**config.mk**
```make
export PLATFORM = sky130hd
export DESIGN_NAME = lighting_button_controller_unit
export DESIGN_NICKNAME = d
export VERILOG_FILES = /design/src/rtl/lbc_pkg.sv /design/src/rtl/lighting_button_controller_unit.sv /design/src/rtl/lbc_core.sv /design/src/rtl/lbc_out_queue.sv
export SDC_FILE = /design/constraint.sdc
export NUM_CORES = 1
export LEC_CHECK = 0
export BUFFER_PORTS_ARGS = -buffer_cell sky130_fd_sc_hd__buf_2
export CAP_MARGIN = 10
export CORE_ASPECT_RATIO = 1.75
export CORE_UTILIZATION = 45
export CTS_BUF_LIST = sky130_fd_sc_hd__clkbuf_16
export DETAILED_ROUTE_END_ITERATION = 7
export GPL_TIMING_DRIVEN = 1
export PLACE_DENSITY_LB_ADDON = 0.3
export SLEW_MARGIN = 20
export SYNTH_ARGS = -nofsm -noshare
export SYNTH_HDL_FRONTEND = slang
export SYNTH_SLANG_ARGS = --single-unit
export TNS_END_PERCENT = 5
```
**constraint.sdc**
```tcl
create_clock -name clk -period 4.9 [get_ports clk]
set_clock_uncertainty 0.05 [all_clocks]
set_input_delay 0.245 -clock clk [delete_from_list [all_inputs] [get_ports clk]]
set_output_delay 0.245 -clock clk [all_outputs]
set_load 0.03 [all_outputs]
```
**src/rtl/lbc_pkg.sv**
```systemverilog
// ----------------------------------------------------------------------------
// lbc_pkg: lighting button controller shared definitions
// Item types, command and property codes, register indexes and reset values.
// ----------------------------------------------------------------------------
package lbc_pkg;

  typedef struct packed {
    logic [1:0] kind;
    logic       button_one_level;
    logic       button_two_level;
    logic [7:0] detect_code;
    logic [7:0] property_code;
    logic       from_sensor_node;
  } lbc_in_t;

  typedef struct packed {
    logic [1:0] command;
    logic [7:0] property_out;
    logic [7:0] value_out;
    logic       last;
  } lbc_out_t;

  // results of one item, packed in order; n gives how many are valid
  typedef struct packed {
    logic [1:0]         n;
    lbc_out_t [2:0]     res;
  } lbc_push_t;

  localparam int LBC_QDEPTH = 4;
  localparam int LBC_CFG_DW = 16;

  localparam logic [1:0] KIND_TICK   = 2'd0;
  localparam logic [1:0] KIND_DETECT = 2'd1;
  localparam logic [1:0] KIND_PROP   = 2'd2;

  localparam logic [1:0] CMD_START  = 2'd0;
  localparam logic [1:0] CMD_SEARCH = 2'd1;
  localparam logic [1:0] CMD_POWER  = 2'd2;
  localparam logic [1:0] CMD_MODE   = 2'd3;

  localparam logic [7:0] PROP_NONE   = 8'h00;
  localparam logic [7:0] PROP_SEARCH = 8'hD6;
  localparam logic [7:0] PROP_POWER  = 8'h80;
  localparam logic [7:0] PROP_MODE   = 8'hB6;

  localparam logic [7:0] VAL_NONE    = 8'h00;
  localparam logic [7:0] VAL_ON      = 8'h30;
  localparam logic [7:0] VAL_OFF     = 8'h31;
  localparam logic [7:0] VAL_AUTO    = 8'h41;
  localparam logic [7:0] VAL_NORMAL  = 8'h42;
  localparam logic [7:0] VAL_NIGHT   = 8'h43;
  localparam logic [7:0] VAL_COLOR   = 8'h45;

  localparam logic [7:0] DET_PRESENT = 8'h41;
  localparam logic [7:0] DET_ABSENT  = 8'h42;

  localparam logic [1:0] PH_START  = 2'd0;
  localparam logic [1:0] PH_IDLE   = 2'd1;
  localparam logic [1:0] PH_SEARCH = 2'd2;

  localparam logic [1:0] MODE_AUTO   = 2'd0;
  localparam logic [1:0] MODE_NORMAL = 2'd1;
  localparam logic [1:0] MODE_NIGHT  = 2'd2;
  localparam logic [1:0] MODE_COLOR  = 2'd3;

  localparam logic [1:0] CFG_DEBOUNCE = 2'd0;
  localparam logic [1:0] CFG_START    = 2'd1;
  localparam logic [1:0] CFG_FIRST    = 2'd2;
  localparam logic [1:0] CFG_RETRY    = 2'd3;

  localparam logic [4:0]  RST_DEBOUNCE = 5'd10;
  localparam logic [15:0] RST_START    = 16'd100;
  localparam logic [15:0] RST_FIRST    = 16'd100;
  localparam logic [15:0] RST_RETRY    = 16'd500;

endpackage

```
**src/rtl/lighting_button_controller_unit.sv**
```systemverilog
// ----------------------------------------------------------------------------
// lighting_button_controller_unit: lighting button controller top level
// An item's results join the result queue at its transfer, after older ones.
// Throughput: one item per cycle unless in_stall; results leave one per cycle
// unless out_stall; input is held off while under three entries are free.
// Reset (synchronous, rst_n low) restores registers and state to defaults
// and empties the queue; no clearing pass.
// ----------------------------------------------------------------------------
module lighting_button_controller_unit #(
  parameter int QDEPTH = lbc_pkg::LBC_QDEPTH
) (
  input  logic               clk,
  input  logic               rst_n,
  input  logic               cfg_we,
  input  logic [1:0]         cfg_index,
  input  logic [15:0]        cfg_data,
  input  logic               in_valid,
  output logic               in_stall,
  input  lbc_pkg::lbc_in_t   in_data,
  output logic               out_valid,
  input  logic               out_stall,
  output lbc_pkg::lbc_out_t  out_data
);
  import lbc_pkg::*;

  logic      step;
  lbc_push_t push;

  assign step = in_valid & ~in_stall;

  lbc_core u_core (
    .clk       (clk),
    .rst_n     (rst_n),
    .cfg_we    (cfg_we),
    .cfg_index (cfg_index),
    .cfg_data  (cfg_data),
    .step      (step),
    .item      (in_data),
    .push      (push)
  );

  lbc_out_queue #(
    .DEPTH (QDEPTH)
  ) u_queue (
    .clk       (clk),
    .rst_n     (rst_n),
    .push      (push),
    .in_stall  (in_stall),
    .out_valid (out_valid),
    .out_stall (out_stall),
    .out_data  (out_data)
  );

endmodule

```
**src/rtl/lbc_core.sv**
```systemverilog
// ----------------------------------------------------------------------------
// lbc_core: controller state and per-item step
// Holds the registers, sequencer, debouncers and light state; turns one
// accepted item into up to three ordered results in the cycle it is accepted.
// ----------------------------------------------------------------------------
module lbc_core (
  input  logic               clk,
  input  logic               rst_n,
  input  logic               cfg_we,
  input  logic [1:0]         cfg_index,
  input  logic [15:0]        cfg_data,
  input  logic               step,
  input  lbc_pkg::lbc_in_t   item,
  output lbc_pkg::lbc_push_t push
);
  import lbc_pkg::*;

  logic [4:0]  limit_r;
  logic [15:0] first_r, retry_r;
  logic [1:0]  phase_r, phase_nxt;
  logic [15:0] cd_r, cd_nxt;
  logic        cd_en_r, cd_en_nxt;
  logic        held1_r, held1_nxt, held2_r, held2_nxt;
  logic [4:0]  mis1_r, mis1_nxt, mis2_r, mis2_nxt;
  logic        light_r, light_nxt;
  logic [1:0]  mode_r, mode_nxt;

  logic [15:0] cd_dec;
  logic [6:0]  db1, db2;
  logic        seq_hit, pwr_hit, mode_hit;
  lbc_out_t    seq_res, pwr_res, mode_res;
  lbc_push_t   push_c;

  // returns {release, held, count}
  function automatic logic [6:0] debounce(input logic lvl, input logic held,
                                          input logic [4:0] cnt,
                                          input logic [4:0] lim);
    logic [5:0] nx;
    nx = {1'b0, cnt} + 6'd1;
    if (lvl == held) begin
      return {1'b0, held, cnt};
    end else if (nx > {1'b0, lim}) begin
      return {~lvl, lvl, 5'd0};
    end else begin
      return {1'b0, held, nx[4:0]};
    end
  endfunction

  assign cd_dec = (cd_r != 16'd0) ? (cd_r - 16'd1) : 16'd0;
  assign db1 = debounce(item.button_one_level, held1_r, mis1_r, limit_r);
  assign db2 = debounce(item.button_two_level, held2_r, mis2_r, limit_r);

  always_comb begin
    phase_nxt = phase_r;
    cd_nxt    = cd_r;
    cd_en_nxt = cd_en_r;
    held1_nxt = held1_r;
    held2_nxt = held2_r;
    mis1_nxt  = mis1_r;
    mis2_nxt  = mis2_r;
    light_nxt = light_r;
    mode_nxt  = mode_r;
    seq_hit   = 1'b0;
    pwr_hit   = 1'b0;
    mode_hit  = 1'b0;
    seq_res   = '{CMD_START, PROP_NONE, VAL_NONE, 1'b0};
    pwr_res   = '{CMD_POWER, PROP_POWER, VAL_ON, 1'b0};
    mode_res  = '{CMD_MODE, PROP_MODE, VAL_AUTO, 1'b1};
    if (step) begin
      case (item.kind)
        KIND_TICK: begin
          if (cd_en_r) begin
            cd_nxt = cd_dec;
            if (cd_dec == 16'd0) begin
              if (phase_r == PH_START) begin
                seq_hit   = 1'b1;
                phase_nxt = PH_SEARCH;
                cd_nxt    = first_r;
              end else if (phase_r == PH_SEARCH) begin
                seq_hit   = 1'b1;
                seq_res   = '{CMD_SEARCH, PROP_SEARCH, VAL_NONE, 1'b0};
                cd_nxt    = retry_r;
              end
            end
          end
          held1_nxt = db1[5];
          mis1_nxt  = db1[4:0];
          held2_nxt = db2[5];
          mis2_nxt  = db2[4:0];
          if (db1[6]) begin
            pwr_hit   = 1'b1;
            light_nxt = ~light_r;
            pwr_res.value_out = light_r ? VAL_OFF : VAL_ON;
          end
          if (db2[6]) begin
            mode_hit = 1'b1;
            case (mode_r)
              MODE_AUTO: begin
                mode_nxt = MODE_NORMAL;
                mode_res.value_out = VAL_NORMAL;
              end
              MODE_NORMAL: begin
                mode_nxt = MODE_NIGHT;
                mode_res.value_out = VAL_NIGHT;
              end
              MODE_NIGHT: begin
                mode_nxt = MODE_COLOR;
                mode_res.value_out = VAL_COLOR;
              end
              default: begin
                mode_nxt = MODE_AUTO;
                mode_res.value_out = VAL_AUTO;
              end
            endcase
          end
        end
        KIND_DETECT: begin
          if (phase_r == PH_IDLE) begin
            if (!light_r && item.detect_code == DET_PRESENT) begin
              pwr_hit   = 1'b1;
              light_nxt = 1'b1;
            end else if (light_r && item.detect_code == DET_ABSENT) begin
              pwr_hit   = 1'b1;
              light_nxt = 1'b0;
              pwr_res.value_out = VAL_OFF;
            end
          end
        end
        KIND_PROP: begin
          if (item.property_code == PROP_SEARCH && phase_r == PH_SEARCH &&
              item.from_sensor_node) begin
            phase_nxt = PH_IDLE;
            cd_en_nxt = 1'b0;
          end
        end
        default: begin
        end
      endcase
    end else if (cfg_we && cfg_index == CFG_START && phase_r == PH_START) begin
      cd_nxt = cfg_data;
    end
    seq_res.last = ~(pwr_hit | mode_hit);
    pwr_res.last = ~mode_hit;
  end

  always_comb begin
    push_c = '0;
    if (seq_hit) begin
      push_c.res[push_c.n] = seq_res;
      push_c.n = push_c.n + 2'd1;
    end
    if (pwr_hit) begin
      push_c.res[push_c.n] = pwr_res;
      push_c.n = push_c.n + 2'd1;
    end
    if (mode_hit) begin
      push_c.res[push_c.n] = mode_res;
      push_c.n = push_c.n + 2'd1;
    end
  end

  assign push = push_c;

  always_ff @(posedge clk) begin
    if (!rst_n) begin
      limit_r <= RST_DEBOUNCE;
      first_r <= RST_FIRST;
      retry_r <= RST_RETRY;
      phase_r <= PH_START;
      cd_r    <= RST_START;
      cd_en_r <= 1'b1;
      held1_r <= 1'b0;
      held2_r <= 1'b0;
      mis1_r  <= 5'd0;
      mis2_r  <= 5'd0;
      light_r <= 1'b0;
      mode_r  <= MODE_AUTO;
    end else begin
      if (cfg_we) begin
        unique case (cfg_index)
          CFG_DEBOUNCE: limit_r <= cfg_data[4:0];
          CFG_FIRST:    first_r <= cfg_data;
          CFG_RETRY:    retry_r <= cfg_data;
          default: begin
          end
        endcase
      end
      phase_r <= phase_nxt;
      cd_r    <= cd_nxt;
      cd_en_r <= cd_en_nxt;
      held1_r <= held1_nxt;
      held2_r <= held2_nxt;
      mis1_r  <= mis1_nxt;
      mis2_r  <= mis2_nxt;
      light_r <= light_nxt;
      mode_r  <= mode_nxt;
    end
  end

  a_idle_no_countdown: assert property (@(posedge clk) disable iff (!rst_n)
    (phase_r == PH_IDLE) |-> !cd_en_r)
    else $error("countdown still running in idle");

  a_no_result_without_step: assert property (@(posedge clk) disable iff (!rst_n)
    !step |-> (push.n == 2'd0))
    else $error("result produced without an item transfer");

  a_phase_legal: assert property (@(posedge clk) disable iff (!rst_n)
    (phase_r == PH_START) || (phase_r == PH_IDLE) || (phase_r == PH_SEARCH))
    else $error("sequencer phase out of range");

endmodule

```
**src/rtl/lbc_out_queue.sv**
```systemverilog
// ----------------------------------------------------------------------------
// lbc_out_queue: result queue
// Takes up to three ordered results per cycle and hands them out one per
// transfer; holds off input while fewer than three entries are free.
// ----------------------------------------------------------------------------
module lbc_out_queue #(
  parameter int DEPTH = lbc_pkg::LBC_QDEPTH
) (
  input  logic                clk,
  input  logic                rst_n,
  input  lbc_pkg::lbc_push_t  push,
  output logic                in_stall,
  output logic                out_valid,
  input  logic                out_stall,
  output lbc_pkg::lbc_out_t   out_data
);
  import lbc_pkg::*;

  localparam int AW = (DEPTH > 1) ? $clog2(DEPTH) : 1;
  localparam int CW = $clog2(DEPTH + 1);

  lbc_out_t        mem_r [DEPTH];
  logic [AW-1:0]   wr_ptr_r, rd_ptr_r;
  logic [CW-1:0]   cnt_r, cnt_nxt;
  logic            pop;

  function automatic logic [AW-1:0] wrap(input logic [AW-1:0] p, input logic [1:0] k);
    logic [AW+1:0] s;
    s = {2'b00, p} + (AW+2)'(k);
    if (s >= (AW+2)'(DEPTH)) begin
      s = s - (AW+2)'(DEPTH);
    end
    return s[AW-1:0];
  endfunction

  assign out_valid = (cnt_r != '0);
  assign out_data  = mem_r[rd_ptr_r];
  assign pop       = out_valid & ~out_stall;
  assign in_stall  = (cnt_r > CW'(DEPTH - 3));
  assign cnt_nxt   = cnt_r + CW'(push.n) - CW'(pop);

  always_ff @(posedge clk) begin
    for (int i = 0; i < 3; i++) begin
      if (2'(i) < push.n) begin
        mem_r[wrap(wr_ptr_r, 2'(i))] <= push.res[i];
      end
    end
  end

  always_ff @(posedge clk) begin
    if (!rst_n) begin
      wr_ptr_r <= '0;
      rd_ptr_r <= '0;
      cnt_r    <= '0;
    end else begin
      wr_ptr_r <= wrap(wr_ptr_r, push.n);
      if (pop) begin
        rd_ptr_r <= wrap(rd_ptr_r, 2'd1);
      end
      cnt_r <= cnt_nxt;
    end
  end

  a_no_overflow: assert property (@(posedge clk) disable iff (!rst_n)
    (push.n != 2'd0) |-> (cnt_r <= CW'(DEPTH - 3)))
    else $error("results pushed into a full queue");

  a_last_marked: assert property (@(posedge clk) disable iff (!rst_n)
    (push.n != 2'd0) |-> push.res[push.n - 2'd1].last)
    else $error("final result of an item lacks last");

  a_pop_count: assert property (@(posedge clk) disable iff (!rst_n)
    (pop && push.n == 2'd0) |=> (cnt_r == $past(cnt_r) - CW'(1)))
    else $error("queue count did not drop on transfer");

endmodule
```
==> impl_metrics.env <==
export IMPL_ios=65
export IMPL_p_per_area_nw_per_um2=356
export IMPL_dr_pass1_iters=6
export IMPL_slowest_stage="fa_1"
export IMPL_fin_setup_tns_ns=0
export IMPL_synthCells=834
export IMPL_netlist_top_cells_area="dfxtp_1 (22%), edfxtp_1 (17%), nand2_1 (6.3%), nor2_1 (5.0%), ha_1 (4.7%)"
export IMPL_max_freq_mhz=220
export IMPL_cts_hold_buffers=0
export IMPL_drc_errors=0
export IMPL_status="finished, final reports clean"
export IMPL_areaGrowthSynthToFinish_pct=15.0
export IMPL_vias=6303
export IMPL_yosysTopAreaCell="dfxtp_1"
export IMPL_multi_input_area_um2=3980
export IMPL_peakVddDrop_mv=0.227
export IMPL_drt_iter0_drc=315
export IMPL_holdPathStages=3
export IMPL_p_leak_nw=3.19
export IMPL_regToRegSetupSlack_ns=0.35
export IMPL_dr_wl_met3_um=844
export IMPL_numClockSinks=120
export IMPL_gp_congestion=0.983
export IMPL_hold_viol_final=0
export IMPL_slew_headroom=0.311
export IMPL_async_flop_share=0
export IMPL_grt_ovfl_total=0
export IMPL_hold_path_startpoint="cfg_data[8]"
export IMPL_post_cts_resized=0
export IMPL_ant_nets=0
export IMPL_cts_setup_buffers=0
export IMPL_cts_buffers=17
export IMPL_die_area_um2=16400
export IMPL_clock_root_buffer="clkbuf_16"
export IMPL_synth_area_um2=7130
export IMPL_synth_edf_count=40
export IMPL_seq_area_um2=2800
export IMPL_rows=60
export IMPL_die_h_um=168
export IMPL_core_area_um2=15500
export IMPL_wl_met2_um=10700
export IMPL_numPortBuffers=60
export IMPL_ys_seq_area_frac=0.393
export IMPL_grt_pass1_wl_um=33200
export IMPL_p_clk_frac=0.428
export IMPL_path_class="flop to flop"
export IMPL_p_sw_frac=0.292
export IMPL_dp_hpwl_um=14500
export IMPL_antenna_found_initial=0
export IMPL_fin_cells=1082
export IMPL_grt_total_usage=0.259
export IMPL_critical_path_cell_chain="inv_1 > ha_1 > nor3b_2 > nand4_2 > or3_4 > a21oi_2 > nand2_1 > nor2_4 > inv_2 > fa_1 > inv_1 > nor2_1 > or2_2 > a211oi_2 > o32a_1 > nor2_1 > or3_1"
export IMPL_htreeDepth=4
export IMPL_nNetsFinal=956
export IMPL_min_to="u_core.retry_r[8]$_SDFFE_PN1P_"
export IMPL_top_layer_used="met4"
export IMPL_cp_slowest_stage_delay_ns=0.62
export IMPL_finalSetupViolations=0
export IMPL_routedWlPerCell_um=18.6
export IMPL_hold_class="input port to flop"
export IMPL_drv_slew=0
export IMPL_final_core_util=0.530
export IMPL_clkTransAtPathRegs_ns=0.06
export IMPL_r2r_start="u_core.cd_r[0]$_SDFFE_PN0P_"
export IMPL_combPwrFrac=0.176
export IMPL_dp_cells=1050
export IMPL_ys_types=77
export IMPL_cp_start_kind="flop"
export IMPL_cpLargestDelayFamily="simple AND/OR/NAND/NOR gates"
export IMPL_die_x_um=97.1
export IMPL_critPathMaxFanout=13
export IMPL_routed_wl_um=20100
export IMPL_worstPathArrival_ns=4.66
export IMPL_clk_path_buf_depth=2
export IMPL_cap_violations=0
export IMPL_ys_flop_type="dfxtp_1"
export IMPL_ys_seq_elements=120
export IMPL_grt_max_degree=47
export IMPL_fill_cells=1448
export IMPL_rsz0062_at_grt="false"
export IMPL_clk_latency_ns=0.42
export IMPL_fin_crit_sh=0.928
export IMPL_path_buf_inv=3
export IMPL_cts_tree="done"
export IMPL_p_sw_mw=0.853
export IMPL_yosys_warnings=0
export IMPL_grt_pass1_vias=6452
export IMPL_initial_utilization=0.461
export IMPL_endpoint_kind="flop"
export IMPL_drive_gt1_frac=0.164
export IMPL_vias_per_cell=5.83
export IMPL_p_seq_frac=0.396
export IMPL_min_period_ns=4.55
export IMPL_required_ns=5.01
export IMPL_tightest_slew_ns=1.03
export IMPL_synth_top_area_share=0.225
export IMPL_ff2ff_path_depth=17
export IMPL_met1Wirelength_um=7240
export IMPL_num_antenna_cells=0
export IMPL_p_int_mw=2.07
export IMPL_r2r_end="u_queue.mem_r[2][0]$_DFFE_PP_"
export IMPL_avgSynthCellArea_um2=8.55
-- layer usage --
| metal | up-vias | track usage |
|---|---|---|
| li1 | 3064 | - |
| met1 | 2931 | 0.265 |
| met2 | 227 | 0.481 |
| met3 | 81 | 0.0388 |
| met4 | 0 | 0.172 |
| met5 | - | 0 |
-- state kept, by name, indices dropped and copies added, names as in the netlist, named ones only --
name and flops:
u_core.light_r 1, u_core.retry_r 16, u_queue.mem_r 40, u_queue.wr_ptr_r 2, u_core.mis2_r 5, u_core.cd_r 16
u_core.mis1_r 5, u_queue.cnt_r 3, u_core.cd_en_r 1, u_core.phase_r 2, u_core.mode_r 2, u_core.held1_r 1
u_core.limit_r 5, u_core.first_r 16, u_core.held2_r 1, u_queue.rd_ptr_r 2
-- cells in the mapped netlist (15+ instances only) --
library cell and number:
clkbuf_1 36, and3_1 20, nor3_1 15, xnor2_1 17, o21ai_0 44, inv_1 28
dfxtp_1 80, nor2_1 95, nand2_1 119, edfxtp_1 40, mux2i_1 19, o221ai_1 17
a21oi_1 65, nand3_1 35, ha_1 27
-- worst max path at each step --
stage	endpoint	depth (start not counted)	from
floorplan	u_queue.mem_r[2][0]$_DFFE_PP_	19	u_core.mis2_r[2]$_SDFFE_PN0P_
global placement	u_queue.mem_r[2][0]$_DFFE_PP_	17	u_core.cd_r[0]$_SDFFE_PN0P_
detailed placement	u_queue.mem_r[2][0]$_DFFE_PP_	17	u_core.cd_r[0]$_SDFFE_PN0P_
CTS	u_queue.mem_r[2][0]$_DFFE_PP_	17	u_core.cd_r[0]$_SDFFE_PN0P_
global route	u_queue.mem_r[3][2]$_DFFE_PP_	18	u_core.cd_r[0]$_SDFFE_PN0P_
finish	u_queue.mem_r[2][0]$_DFFE_PP_	17	u_core.cd_r[0]$_SDFFE_PN0P_
-- layout by cell type (no fill, tap or decap), types with 20 or more instances in the layout --
cell | synthesis | final
a21oi_1 | 65 | 65
and3_1 | 20 | 20
buf_2 | 3 | 60
buf_4 | 11 | 22
clkbuf_16 | 0 | 20
dfxtp_1 | 80 | 80
edfxtp_1 | 40 | 40
ha_1 | 27 | 27
inv_1 | 28 | 29
nand2_1 | 119 | 119
nand3_1 | 35 | 35
nor2_1 | 95 | 95
o21ai_0 | 44 | 44
-- worst reg2reg max path, cell delays in order (launching register included) --
cell	delay, ns
dfxtp_1	0.36
inv_1	0.09
ha_1	0.22
nor3b_2	0.28
nand4_2	0.20
or3_4	0.43
a21oi_2	0.22
nand2_1	0.16
nor2_4	0.12
inv_2	0.12
fa_1	0.62
inv_1	0.12
nor2_1	0.10
or2_2	0.34
a211oi_2	0.24
o32a_1	0.20
nor2_1	0.04
or3_1	0.37
-- stage by stage --
stage / cell area, µm² / total power [mW] / hold WS (ns) / setup slack (ns)
after detailed placement: 7580 / 1.69 / 0.397 / 0.126
after global placement: 7580 / 1.69 / 0.390 / 0.264
after floorplan: 7140 / 1.56 / 0.319 / 0.288
final: 8200 / 2.92 / 0.0240 / 0.351
after CTS: 8180 / 2.94 / 0.0187 / 0.0925
after global routing: 8200 / 3.04 / 0.0387 / 0.00660
-- layout make-up --
type / instances / share of cell area
clock buffers: 20 / 0.0611
inverters: 31 / 0.0142
well taps: 186 / 0.0284
repair buffers: 82 / 0.0568
multi-input cells: 631 / 0.486
flip-flops and latches: 120 / 0.342
clock inverters: 12 / 0.0116
-- power groups by stage --
stage	logic (mW)	registers, mW	clock network (mW)
5_1_grt	0.566	1.17	1.30
4_1_cts	0.518	1.16	1.26
3_5_place_dp	0.514	1.18	0
2_1_floorplan	0.438	1.13	0
3_3_place_gp	0.510	1.18	0
6_report	0.513	1.16	1.25
-- cells by family after synthesis --
family / after synthesis / share of synthesized area
AND/OR/NAND/NOR: 352 / 0.237
flip-flops: 120 / 0.393
multiplexers: 33 / 0.0646
other: 1 / 0.000526
adder cells (fa/ha/maj): 29 / 0.0530
XOR/XNOR: 29 / 0.0356
buffers and inverters: 86 / 0.0518
AO/OA/AOI/OAI: 184 / 0.164
Power figures use the tool's default switching activity.
